<file path="src/rtl/assert_macros.svh">
// Assertion macros used by first_fit_bin_packer_core.
// No dependencies; bodies are empty when SYNTHESIS is defined.
`ifndef ASSERT_MACROS_SVH
`define ASSERT_MACROS_SVH
`ifndef SYNTHESIS
`define ASSERT_IMPLIES(label, clk, rst_n, a, b) \
	label: assert property (@(posedge clk) disable iff (!(rst_n)) (a) |-> (b)) \
		else $error("assertion failed");
`define ASSERT_NEXT(label, clk, rst_n, a, b) \
	label: assert property (@(posedge clk) disable iff (!(rst_n)) (a) |=> (b)) \
		else $error("assertion failed");
`else
`define ASSERT_IMPLIES(label, clk, rst_n, a, b)
`define ASSERT_NEXT(label, clk, rst_n, a, b)
`endif
`endif

</file>
<file path="src/rtl/ffbp_pkg.sv">
// Types and constants of the first-fit bin packer.
// No dependencies; used by ffbp_cell and first_fit_bin_packer_core.
package ffbp_pkg;

	localparam int MAX_BINS = 64;
	localparam int SIZE_W   = 16;
	localparam int CNT_W    = $clog2(MAX_BINS + 1);

	typedef struct packed {
		logic [SIZE_W-1:0] item_size;
		logic              first_of_set;
	} in_word_t;

	typedef struct packed {
		logic [5:0] bin_index;
		logic       opened_new;
		logic [6:0] bins_used;
		logic       rejected;
	} out_word_t;

	// word travelling down the cell chain
	typedef struct packed {
		logic              active;
		logic [SIZE_W-1:0] size;
		logic [CNT_W-1:0]  count;
		logic [CNT_W-1:0]  idx;
		logic              placed;
		logic              opened;
	} probe_t;

endpackage

</file>
<file path="src/rtl/ffbp_cell.sv">
// One bin of the packer chain: holds the bin's remaining space.
// Depends on ffbp_pkg.
module ffbp_cell (
	input  logic                      clk,
	input  logic                      arst_n,
	input  logic [ffbp_pkg::SIZE_W-1:0] cap,
	input  ffbp_pkg::probe_t          pin,
	output ffbp_pkg::probe_t          pout
);
	import ffbp_pkg::*;

	logic [SIZE_W-1:0] space_q;
	logic              is_open;
	logic              fit;
	logic              live;
	probe_t            nxt;

	assign is_open = pin.idx < pin.count;
	assign fit     = is_open && (space_q >= pin.size);
	assign live    = pin.active && !pin.placed;

	always_comb begin
		nxt = pin;
		if (live) begin
			if (fit) begin
				nxt.placed = 1'b1;
			end else if (!is_open) begin
				nxt.placed = 1'b1;
				nxt.opened = 1'b1;
			end else begin
				nxt.idx = CNT_W'(pin.idx + 1'b1);
			end
		end
	end

	always_ff @(posedge clk) begin
		if (live && fit) begin
			space_q <= space_q - pin.size;
		end else if (live && !is_open) begin
			space_q <= cap - pin.size;
		end
	end

	always_ff @(posedge clk or negedge arst_n) begin
		if (!arst_n) begin
			pout <= '0;
		end else begin
			pout <= nxt;
		end
	end

endmodule

</file>
<file path="config.mk">
export PLATFORM = sky130hd
export DESIGN_NAME = ffbp_cell
export DESIGN_NICKNAME = d
export VERILOG_FILES = /design/src/rtl/assert_macros.svh /design/src/rtl/ffbp_pkg.sv /design/src/rtl/ffbp_cell.sv
export SDC_FILE = /design/constraint.sdc
export NUM_CORES = 1
export LEC_CHECK = 0
export ABC_AREA = 1
export BUFFER_PORTS_ARGS = -buffer_cell sky130_fd_sc_hd__buf_2
export CORE_AREA = 2 2 125 103
export CTS_CLUSTER_DIAMETER = 150
export CTS_CLUSTER_SIZE = 12
export DETAILED_ROUTE_END_ITERATION = 16
export DIE_AREA = 0 0 127 105
export GPL_TIMING_DRIVEN = 0
export HOLD_SLACK_MARGIN = 0.08
export PLACE_DENSITY_LB_ADDON = 0.2
export RECOVER_POWER = 50
export SYNTH_ARGS = -nofsm -noshare
export SYNTH_HDL_FRONTEND = slang
export SYNTH_SLANG_ARGS = --single-unit
</file>
<file path="constraint.sdc">
create_clock -name clk -period 2.47 [get_ports clk]
set_clock_uncertainty 0.1 [all_clocks]
set_input_delay 0.3705 -clock clk [delete_from_list [all_inputs] [get_ports clk]]
set_output_delay 0.3705 -clock clk [all_outputs]
set_load 0.02 [all_outputs]
</file>
==> results of run 1 <==
[layer usage]
layer  wire, µm  vias up  global-route usage (%)
li1           -     1677                       -
met1       4850     1386                    20.8
met2       3540       74                    20.4
met3        428        2                    2.97
met4         50        0                    2.59
met5          0        -                       0
[logic make-up (layout without fill, tap and decap cells)]
logic type,after synthesis,in the layout
simple gates,227,227
buf+inv,73,166
compound gates,58,58
flops,49,49
fa+ha+maj,40,40
xor+xnor,18,18
[flip-flops by register name, indices dropped and copies added (netlist names)]
name and cells:
pout 33, space_q 16
[path summary, 6_finish.rpt]
kind | to | depth (start not counted)
setup / recovery | space_q[7] | 13
hold / removal | pout[12] | 1
setup reg to reg | space_q[7] | 13
hold reg to reg | space_q[0] | 3
max in group asynchronous | pout[31] | 1
min in group asynchronous | pout[16] | 1
[power by group through the flow]
stage                     sequential [mW]  combinational [mW]  clock [mW]
after floorplan                     0.983               0.508           0
after global placement              0.941               0.769           0
after detailed placement            0.942               0.774           0
after CTS                           0.925               0.790       0.828
after global routing                0.930               0.904       0.870
final                               0.925               0.784       0.804
[critical path: cells and delay by family, from the launching register on]
family          cells  cell delay (ns)
fa+ha+maj           2             0.53
flops               1             0.32
compound gates      1             0.07
buf+inv             2             0.22
simple gates        8             0.81
[repair_timing]
action	CTS	global route
pin swaps	0	1
endpoints found under the setup margin	29	12
resized for setup	7	3
buffers inserted	0	2
endpoints found under the hold margin	0	0
[synthesized netlist by cell type, types with 2 or more instances]
library cell	n
and2_1	3
xor2_1	11
inv_1	69
nand3b_1	8
o21a_1	3
nand3_1	24
o21ai_0	11
a21oi_1	32
nand2_1	148
nor2_1	33
inv_2	2
dfrtp_1	33
edfxtp_1	16
ha_1	38
xnor2_1	7
a21o_1	2
nand2_2	2
o21ai_2	8
nand4_1	3
fa_1	2
[final cells by class]
class	instances	area, µm²	area share (%)
clock inverter	1	5.00	0.114
tap	152	190	4.34
timing repair buffer	85	395	9.03
multi-input combinational	343	2010	45.9
inverter	71	267	6.09
clock buffer	7	175	4.00
sequential	49	1310	29.8
buffer	2	30.0	0.686
==> summary.md, run 1 <==
| Metric | Value |
|---|---|
| Sw Share | `32.4%` |
| # diodes | `0` |
| Violations in the final reports | `max-capacitance violations, max-slew violations` |
| Leakage power total | `2.30 nW` |
| Slowest-stage cell, CP | `fa_2` |
| Yosys cell types | `30` |
| Final setup viols | `0` |
| Critical path startpoint | `space_q[0]` |
| Setup WS pre-CTS | `-0.426 ns` |
| Status | `complete, but fails checks` |
| Worst slew pin tran | `1.90 ns` |
| Clock Sinks | `49` |
| RSZ-0062 raised after global routing | `false` |
| Grt ovf | `0` |
| Dominant cell type by area after synthesis | `dfrtp_1` |
| I/O pin count | `84` |
| Later-pin clock latency in the skew report | `0.29 ns` |
| Clock Path Buffers | `2` |
| Min cycle time layout | `about 2.3 ns` |
| Layout area overhead | `22.8%` |
| Core Util, Final | `a little over a third` |
| Root Driver | `clkbuf_16` |
| Worst-path clk slew | `0.07 ns` |
| Hold Crit Start | `pin[12]` |
| Reg2Reg Setup Slack | `between 0.15 and 0.2 ns` |
| Synth Area in Compound Gates | `under 10%` |
| DR vias/cell | `4.42` |
| Gpl congestion | `0.890` |
| Hold Path Class | `input port to flip-flop` |
| Top area cells in the synthesized netlist | `dfrtp_1, nand2_1, edfxtp_1` |
| DP HPWL | `7310 µm` |
| Crit path DAT | `2.24 ns` |
| CTS tree | `done` |
| Core footprint | `between 0.01 and 0.015 mm²` |
| Post-Synth Adder-Cell Area | `14.5%` |
| Most frequent cells in the layout | `nand2_1, inv_1, buf_2, ha_1` |
| Clock share of power | `32.0%` |
| Via count | `about 3100` |
| ANT nets after route | `0` |
| Initial Util | `29.8%` |
| Final hold viol count | `0` |
| Non-filler cells, final | `just over 700` |
| Yosys top cell area share | `23.1%` |
| Pin count of the biggest net entering global routing | `34` |
| Top FF cell, synth | `dfrtp_1` |
| Post-synth ARST share | `between 60% and 70%` |
| Sw Pwr | `815 µW` |
| DIE AREA | `roughly 0.013 mm²` |
| Max-Cap Viols | `1` |
| Vias in the first global route | `3078` |
| Final worst-path cycle share | `93.1%` |
| Max incr delay on CP | `~0.35 ns` |
| Seq cells post-synth | `49` |
| Total power | `2.51 mW` |
| Post-synth EDFFs | `16` |
| Internal power | `1.70 mW` |
| CP required | `about 2.4 ns` |
| PortBufs | `83` |
| Slew Limit Fails | `34` |
| Post-synthesis mux area share | `0%` |
| DRC Markers | `0` |
| PD cells | `~570 mW/mm²` |
| Main combinational cell family by area after synthesis | `simple AND/OR/NAND/NOR gates` |
| Synthesized area per cell | `7.67 µm²` |
| Fin worst setup slack | `0.170 ns` |
| Num rows | `36` |
| CP max FO | `10` |
| Synth Net Count | `556` |
| Gate power share | `31.2%` |
| Critical path launch point type | `flip-flop` |
| R2R Path Start | `space_q[0]` |
| H-Tree Depth | `2` |
| Gr usage total | `between 10% and 20%` |
| Setup_tns | `0 ns` |
| Chip height | `105 µm` |
| WL final | `8860 µm` |
| Synthesized instance count | `465` |
| Mapped Area | `0.00357 mm²` |
| Register share of total power | `36.8%` |
| CP endpoint kind | `flip-flop` |
| Xor/xnor share of the synthesized area | `roughly 4.4%` |
| Total CTS buffers | `5` |
| Nets | `roughly 650` |
| # hold bufs at CTS | `0` |
| Max Freq | `435 MHz` |
| Final instance area | `0.00438 mm²` |
| First-pass GRT wire length | `about 15000 µm` |
| Initial DRC count | `124` |
| Most common cell after layout, fill and taps aside | `nand2_1` |
| CP cell instances | `inv_1 -> ha_2 -> fa_2 -> nand3b_1 -> nand2_2 -> nand2_1 -> nand3_2 -> nand2_2 -> nand2_4 -> nand2_8 -> buf_8 -> nand2_1 -> o21ai_1` |
| Pre-antenna DRT Iters | `4` |
| Share of cells above drive strength 1 | `15.8%` |
| Sequential area share after synthesis | `36.6%` |
| Post-synthesis simple-gate area fraction | `26.9%` |
| Fill count | `1300` |
| Crit path kind | `flip-flop to flip-flop` |
| Min Hold Slack | `0.101 ns` |
| Yosys Warn Count | `0` |
| Inst Count DP | `700` |
| Initial antenna violation count | `0` |
| Rel. slew slack | `-27.0%` |
| Drt wl/cell | `approximately 12 µm` |
| Chip width | `approximately 130 µm` |
| Worst vdd ir | `0.427 mV` |
| Placed Instance Area | `0.00417 mm²` |
Note: power is estimated with default switching activity, not from simulation.
==> run 2, diff against run 1 <==
- ABC_AREA: 1 -> unset
- CORE_AREA: 2 2 125 103 -> 2 2 123 101
- DIE_AREA: 0 0 127 105 -> 0 0 125 103
==> run 2 against run 1 <==
The run still ends with max-capacitance violations, max-slew violations left; cell area is 0.34% lower; final cell count decreased by 16%; routed wire length fell by 2.7%; first-iteration DRC count decreased by 11%; clock power is 2% higher; flip-flop and latch count stayed put; sequential share of layout area is 0.10 points higher; synthesized area shrank 3.4%; maximum frequency is 5.7% lower; non-clock buffer count is 8 higher; synthesized cell count shrank 26%; critical endpoint is now space_q[3]; largest power group unchanged; highest routed layer unchanged.
==> summary.md, run 2 <==
| Metric | Value |
|---|---|
| Sequential area share after synthesis | `37.9% (was 36.6%)` |
| Count leader, synth | `ha_1 (was nand2_1)` |
| CTS tree | `done (unchanged)` |
| CP required | `2.42 ns (was 2.41 ns)` |
| Final hold viol count | `0 (unchanged)` |
| Synth Net Count | `436 (was 556)` |
| Synthesized instance count | `345 (was 465)` |
| Final worst-path cycle share | `98.7% (was 93.1%)` |
| DIE AREA | `0.0129 mm² (was 0.0133 mm²)` |
| Reg-to-reg critical path endpoint | `space_q[3] (was space_q[7])` |
| Nets | `532 (was 648)` |
| CP max FO | `7 (was 10)` |
| Hold path depth | `1 (unchanged)` |
| Mapped Area | `0.00345 mm² (was 0.00357 mm²)` |
| Largest Register | `pout (unchanged)` |
| Final instance area | `0.00436 mm² (was 0.00438 mm²)` |
| Yosys cell types | `46 (was 30)` |
| Min cycle time layout | `2.44 ns (was 2.30 ns)` |
| Post-synth ARST share | `67.3% (unchanged)` |
| Yosys Warn Count | `0 (unchanged)` |
| WL final | `8620 µm (was 8860 µm)` |
| Hold Crit Start | `pin[22] (was pin[12])` |
| Core footprint | `0.0118 mm² (was 0.0120 mm²)` |
| Grt ovf | `0 (unchanged)` |
| Drt wl/cell | `14.5 µm (was 12.5 µm)` |
| Seq cells post-synth | `49 (unchanged)` |
| Initial Util | `29.2% (was 29.8%)` |
| Initial antenna violation count | `0 (unchanged)` |
| Crit path DAT | `2.39 ns (was 2.24 ns)` |
| Status | `complete, but fails checks (unchanged)` |
| Clock share of power | `32.2% (was 32.0%)` |
| Worst reg-to-reg path cell count | `10 (was 13)` |
| Worst slew pin tran | `1.89 ns (was 1.90 ns)` |
| Root Driver | `clkbuf_16 (unchanged)` |
| Pre-antenna DRT Iters | `4 (unchanged)` |
| Setup_tns | `0 ns (unchanged)` |
| Leakage power total | `1.93 nW (was 2.30 nW)` |
| RSZ-0062 raised after global routing | `true (was false)` |
| PortBufs | `83 (unchanged)` |
| Fill count | `1240 (was 1300)` |
| I/O pin count | `84 (unchanged)` |
| Violations in the final reports | `max-capacitance violations, max-slew violations (unchanged)` |
| Slew Limit Fails | `34 (unchanged)` |
| Worst-path clk slew | `0.07 ns (about the same)` |
| Worst Hold Path EP | `pout[22] (was pout[12])` |
| Crit path kind | `flip-flop to flip-flop (unchanged)` |
| PD cells | `581 mW/mm² (was 574 mW/mm²)` |
| Chip height | `103 µm (was 105 µm)` |
| Share of cells above drive strength 1 | `24.9% (was 15.8%)` |
| Min Hold Slack | `0.0900 ns (was 0.101 ns)` |
| Synthesized area per cell | `9.99 µm² (was 7.67 µm²)` |
| Sw Share | `31.3% (was 32.4%)` |
| Yosys top cell area share | `24.0% (was 23.1%)` |
| Sw Pwr | `794 µW (was 815 µW)` |
| Gate power share | `31.4% (was 31.2%)` |
| Clock Path Buffers | `2 (unchanged)` |
| Initial DRC count | `110 (was 124)` |
| H-Tree Depth | `2 (unchanged)` |
| Dominant cell type by area after synthesis | `dfrtp_1 (unchanged)` |
| Max-Cap Viols | `1 (unchanged)` |
| Reg2Reg Setup Slack | `0.03 ns (was 0.17 ns)` |
| Internal power | `1.74 mW (was 1.70 mW)` |
| Post-synth EDFFs | `16 (unchanged)` |
| Largest registers | `pout: 33 flops, space_q: 16 flops (unchanged)` |
| Max Freq | `410 MHz (was 435 MHz)` |
| Num rows | `36 (unchanged)` |
| Top FF cell, synth | `dfrtp_1 (unchanged)` |
| Vias in the first global route | `2729 (was 3078)` |
| Register share of total power | `36.4% (was 36.8%)` |
| Gr usage total | `13.0% (was 13.8%)` |
| Synth top cells by count | `ha_1, dfrtp_1, inv_1 (was nand2_1, inv_1, ha_1)` |
| Rel. slew slack | `-25.8% (was -27.0%)` |
| DRC Markers | `0 (unchanged)` |
| First-pass GRT wire length | `13400 µm (was 14800 µm)` |
| Critical path launch point type | `flip-flop (unchanged)` |
| ANT nets after route | `0 (unchanged)` |
| # diodes | `0 (unchanged)` |
| Most frequent cells in the layout | `buf_2, ha_1, dfrtp_1, inv_1, nand2_1 (was nand2_1, inv_1, buf_2, ha_1)` |
| Most common cell after layout, fill and taps aside | `buf_2 (was nand2_1)` |
| Via count | `2833 (was 3139)` |
| Top area cells in the synthesized netlist | `dfrtp_1, edfxtp_1, ha_1 (was dfrtp_1, nand2_1, edfxtp_1)` |
| Placed Instance Area | `0.00408 mm² (was 0.00417 mm²)` |
| Later-pin clock latency in the skew report | `0.29 ns (about the same)` |
| Worst vdd ir | `0.244 mV (was 0.427 mV)` |
| Total CTS buffers | `5 (unchanged)` |
| Chip width | `125 µm (was 127 µm)` |
| DR vias/cell | `4.77 (was 4.42)` |
| DP HPWL | `6690 µm (was 7310 µm)` |
| Final setup viols | `0 (unchanged)` |
| R2R Path Start | `space_q[0] (unchanged)` |
| Hold Path Class | `input port to flip-flop (unchanged)` |
| Max FFs per register | `33 (unchanged)` |
| Layout area overhead | `26.7% (was 22.8%)` |
| Pin count of the biggest net entering global routing | `34 (unchanged)` |
| CP endpoint kind | `flip-flop (unchanged)` |
| Gpl congestion | `0.817 (was 0.890)` |
| Clock Sinks | `49 (unchanged)` |
run 2: cell count changes in the layout (fill, tap and decap cells not counted), sizes merged, moves of 7 or more:
| cell | change |
|---|---|
| buf | +19 |
| mux2i | +16 |
| inv | -44 |
| nor2 | -12 |
| nand2b | +7 |
| nand3b | -7 |
| nand3 | -18 |
| clkbuf | -11 |
| nand2 | -125 |
| xnor2 | +15 |
run 2: worst max-delay path: stages (launching register included):
cell and delay (ns):
edfxtp_1 0.34, inv_2 0.05, ha_4 0.15, fa_2 0.36, nand2b_4 0.18, a21oi_4 0.17
o21ba_4 0.15, o21ai_4 0.09, a21boi_2 0.16, buf_6 0.15, mux2_4 0.31
run 2: metrics by stage:
step	power (mW)	std cells	setup slack (ns)	util, %
final	2.54	594	0.0315	37.0
after global routing	2.69	594	-0.0589	37.0
after CTS	2.55	590	0.00170	36.4
after detailed placement	1.70	580	-0.370	34.6
after global placement	1.69	580	-0.370	34.6
after floorplan	1.48	345	0.0373	-
run 2: cell families after synthesis:
family | share of synthesized area, %
flops | 37.9
mux | 5.30
buf+inv | 4.72
compound gates | 17.9
fa+ha+maj | 15.0
simple gates | 11.6
xor+xnor | 7.63
run 2: area by class of cell:
| type | count | area [µm²] | area share [%] |
|---|---|---|---|
| sequential | 49 | 1310 | 29.9 |
| tap | 152 | 190 | 4.36 |
| clock buffer | 7 | 175 | 4.01 |
| timing repair buffer | 88 | 434 | 9.95 |
| inverter | 27 | 101 | 2.32 |
| buffer | 7 | 63.8 | 1.46 |
| multi-input combinational | 263 | 2090 | 47.8 |
| clock inverter | 1 | 5.00 | 0.115 |
run 2: how the worst max path moves through the flow:
stage / cells after the start / endpoint / start
final: 10 / space_q[3] / space_q[0]
after CTS: 10 / space_q[3] / space_q[0]
after global placement: 9 / space_q[15] / pin[17]
after floorplan: 9 / space_q[3] / pin[16]
after detailed placement: 11 / space_q[14] / cap[0]
after global routing: 10 / space_q[3] / space_q[0]
run 2: power by group through the flow:
stage	combinational, mW	clock [mW]	sequential, mW
6_report	0.797	0.818	0.923
2_1_floorplan	0.503	0	0.981
3_3_place_gp	0.748	0	0.938
3_5_place_dp	0.759	0	0.941
4_1_cts	0.777	0.847	0.924
5_1_grt	0.892	0.873	0.928
run 2: timing repair:
item,4_1_cts,5_1_grt
buffers inserted,2,3
setup endpoints to repair,24,31
resized for setup,4,13
cloned,0,1
hold buffers,0,0
pin swaps,1,9
run 2: layer usage:
metal	share of wire (%)	routed length [µm]	GRT usage, %	up-vias
met3	3.9	333	2.96	7
met1	51	4380	18.1	1324
met5	0	0	0	-
met4	0.86	74	3.08	0
met2	44	3830	20.8	57
li1	-	-	-	1445
==> run 3, diff against run 2 <==
--- a/config.mk
+++ b/config.mk
@@ -7,4 +7,5 @@
 export LEC_CHECK = 0
+export ABC_AREA = 1
 export BUFFER_PORTS_ARGS = -buffer_cell sky130_fd_sc_hd__buf_2
-export CORE_AREA = 2 2 123 101
+export CORE_AREA = 2 2 125 103
 export CTS_CLUSTER_DIAMETER = 150
@@ -12,3 +13,3 @@
 export DETAILED_ROUTE_END_ITERATION = 16
-export DIE_AREA = 0 0 125 103
+export DIE_AREA = 0 0 127 105
 export GPL_TIMING_DRIVEN = 0
--- a/constraint.sdc
+++ b/constraint.sdc
@@ -4,2 +4,2 @@
 set_output_delay 0.3705 -clock clk [all_outputs]
-set_load 0.02 [all_outputs]
+set_load 0.05 [all_outputs]
==> run 3 against run 2 <==
The run still ends with max-capacitance violations, max-slew violations left; maximum frequency grew 6.0%; final cell count is 20% higher; via count increased by 11%; flip-flop and latch count is the same; clock power fell by 2%; combinational power rose by 7.4%; worst hold slack improved by 0.011 ns; sequential share of layout area decreased by 0.10 points; non-clock buffer count down 8; first-iteration DRC count up 11%; cell area increased by 0.34%; routed wire length is 2.9% higher; critical endpoint is now space_q[7]; largest cell class unchanged; highest routed layer unchanged.
==> summary.md, run 3 (synthesis gave the netlist of run 1 again) <==
| Metric | Value |
|---|---|
| Chip height | `105 µm (was 103 µm)` |
| Total power | `2.59 mW (was 2.54 mW)` |
| Drt wl/cell | `12.5 µm (was 14.5 µm)` |
| Critical path startpoint | `space_q[0] (unchanged)` |
| Share of cells above drive strength 1 | `15.8% (was 24.9%)` |
| Reg2Reg Setup Slack | `0.17 ns (was 0.03 ns)` |
| PD cells | `590 mW/mm² (was 581 mW/mm²)` |
| Max incr delay on CP | `0.35 ns (was 0.36 ns)` |
| Later-pin clock latency in the skew report | `0.29 ns (about the same)` |
| Total CTS buffers | `5 (unchanged)` |
| I/O pin count | `84 (unchanged)` |
| Largest Register | `pout (unchanged)` |
| DIE AREA | `0.0133 mm² (was 0.0129 mm²)` |
| Final setup viols | `0 (unchanged)` |
| CP endpoint kind | `flip-flop (unchanged)` |
| Gr usage total | `13.8% (was 13.0%)` |
| Chip width | `127 µm (was 125 µm)` |
| Setup_tns | `0 ns (unchanged)` |
| Largest registers | `pout: 33 flops, space_q: 16 flops (unchanged)` |
| Initial antenna violation count | `0 (unchanged)` |
| Initial Util | `29.8% (was 29.2%)` |
| Layout area overhead | `22.8% (was 26.7%)` |
| WL final | `8870 µm (was 8620 µm)` |
| DP HPWL | `7310 µm (was 6690 µm)` |
| Final worst-path cycle share | `93.2% (was 98.7%)` |
| CP required | `2.41 ns (was 2.42 ns)` |
| Worst slew pin tran | `1.91 ns (was 1.89 ns)` |
| Root Driver | `clkbuf_16 (unchanged)` |
| First-pass GRT wire length | `14800 µm (was 13400 µm)` |
| Min cycle time layout | `2.30 ns (was 2.44 ns)` |
| RSZ-0062 raised after global routing | `false (was true)` |
| Fill count | `1300 (was 1240)` |
| Leakage power total | `2.30 nW (was 1.93 nW)` |
| Hold Path Class | `input port to flip-flop (unchanged)` |
| Final hold viol count | `0 (unchanged)` |
| Vias in the first global route | `3078 (was 2729)` |
| Initial DRC count | `122 (was 110)` |
| Crit path kind | `flip-flop to flip-flop (unchanged)` |
| CP max FO | `10 (was 7)` |
| DR vias/cell | `4.43 (was 4.77)` |
| CP cell instances | `inv_1 -> ha_2 -> fa_2 -> nand3b_1 -> nand2_2 -> nand2_1 -> nand3_2 -> nand2_2 -> nand2_4 -> nand2_8 -> buf_8 -> nand2_1 -> o21ai_1 (was inv_2 -> ha_4 -> fa_2 -> nand2b_4 -> a21oi_4 -> o21ba_4 -> o21ai_4 -> a21boi_2 -> buf_6 -> mux2_4)` |
| Critical path capture point | `space_q[7] (was space_q[3])` |
| Clock Sinks | `49 (unchanged)` |
| PortBufs | `83 (unchanged)` |
| Num rows | `36 (unchanged)` |
| Slowest-stage cell, CP | `fa_2 (unchanged)` |
| Hold Crit Start | `pin[12] (was pin[22])` |
| Worst reg-to-reg path cell count | `13 (was 10)` |
| Max FFs per register | `33 (unchanged)` |
| Reg-to-reg critical path endpoint | `space_q[7] (was space_q[3])` |
| Pin count of the biggest net entering global routing | `34 (unchanged)` |
| Worst-path clk slew | `0.07 ns (about the same)` |
| Most frequent cells in the layout | `nand2_1, inv_1, buf_2, ha_1 (was buf_2, ha_1, dfrtp_1, inv_1, nand2_1)` |
| Slew Limit Fails | `34 (unchanged)` |
| Grt ovf | `0 (unchanged)` |
| Critical path launch point type | `flip-flop (unchanged)` |
| Most common cell after layout, fill and taps aside | `nand2_1 (was buf_2)` |
| Rel. slew slack | `-27.4% (was -25.8%)` |
| Max Freq | `435 MHz (was 410 MHz)` |
| # diodes | `0 (unchanged)` |
| Fin worst setup slack | `0.169 ns (was 0.0315 ns)` |
| Via count | `3142 (was 2833)` |
| H-Tree Depth | `2 (unchanged)` |
| Worst vdd ir | `0.428 mV (was 0.244 mV)` |
| Clock Path Buffers | `2 (unchanged)` |
| Violations in the final reports | `max-capacitance violations, max-slew violations (unchanged)` |
| Nets | `648 (was 532)` |
| Status | `complete, but fails checks (unchanged)` |
| Pre-antenna DRT Iters | `4 (unchanged)` |
| Crit path DAT | `2.24 ns (was 2.39 ns)` |
| CTS tree | `done (unchanged)` |
| Core footprint | `0.0120 mm² (was 0.0118 mm²)` |
| Setup WS pre-CTS | `-0.426 ns (was -0.370 ns)` |
| DRC Markers | `0 (unchanged)` |
| Gpl congestion | `0.890 (was 0.817)` |
| Max-Cap Viols | `1 (unchanged)` |
| ANT nets after route | `0 (unchanged)` |
| R2R Path Start | `space_q[0] (unchanged)` |
==> run 3: changes by cell type in the layout (fill, tap and decap cells not counted), sizes merged, moves of 7 or more <==
cell    change
nor2       +12
nand3b      +7
mux2i      -16
nand2b      -7
buf        -19
inv        +44
clkbuf     +11
nand2     +125
xnor2      -15
nand3      +18
==> run 3: final cells by class <==
class,instances,area (µm²),share of cell area [%]
Multi-Input combinational cell,343,2010,45.9
Sequential cell,49,1310,29.8
Timing Repair Buffer,85,395,9.03
Inverter,71,267,6.09
Tap cell,152,190,4.34
Clock buffer,7,175,4.00
Buffer,2,30.0,0.686
Clock inverter,1,5.00,0.114
==> run 3: metal layers <==
| metal | vias to the layer above | GRT usage (%) | share of wire [%] |
|---|---|---|---|
| met5 | - | 0 | 0 |
| met2 | 72 | 20.4 | 40 |
| met4 | 0 | 2.59 | 0.56 |
| met1 | 1390 | 20.8 | 55 |
| met3 | 2 | 2.97 | 4.8 |
| li1 | 1678 | - | - |
==> run 3: worst min path at each step <==
stage	endpoint	slack, ns	cells past startpoint
2_1_floorplan	pout[0]	-0.03	0
3_3_place_gp	pout[15]	0.39	1
4_1_cts	pout[18]	0.1	1
3_5_place_dp	pout[18]	0.40	1
6_report	pout[12]	0.10	1
5_1_grt	pout[12]	0.09	1
==> run 3: worst max-delay path: cells and delay by family (launching register included) <==
kind	cells	cell delay, ns
adders and majority gates	2	0.53
and+or+nand+nor	8	0.81
AOI/OAI and AO/OA	1	0.07
buffers and inverters	2	0.22
DFF	1	0.32
==> run 3: what timing repair did <==
item                       CTS  global route
gates resized for setup      7             3
hold buffers                 0             0
pin swaps                    0             1
setup buffers                0             2
setup endpoints to repair   29            12
==> run 3: report_power, final <==
group / switching (mW) / internal, mW / total [mW]
Clock: 0.307 / 0.497 / 0.804
Sequential: 0.0135 / 0.912 / 0.925
Combinational: 0.567 / 0.289 / 0.856
==> run 3: per-stage QoR <==
step	utilization [%]	instances	instance area, µm²	hold slack, ns
floorplan	-	465	3570	-0.0251
global placement	34.8	700	4170	0.392
detailed placement	34.8	700	4170	0.396
CTS	36.6	708	4390	0.0952
global route	36.5	710	4380	0.0866
finish	36.5	710	4380	0.101
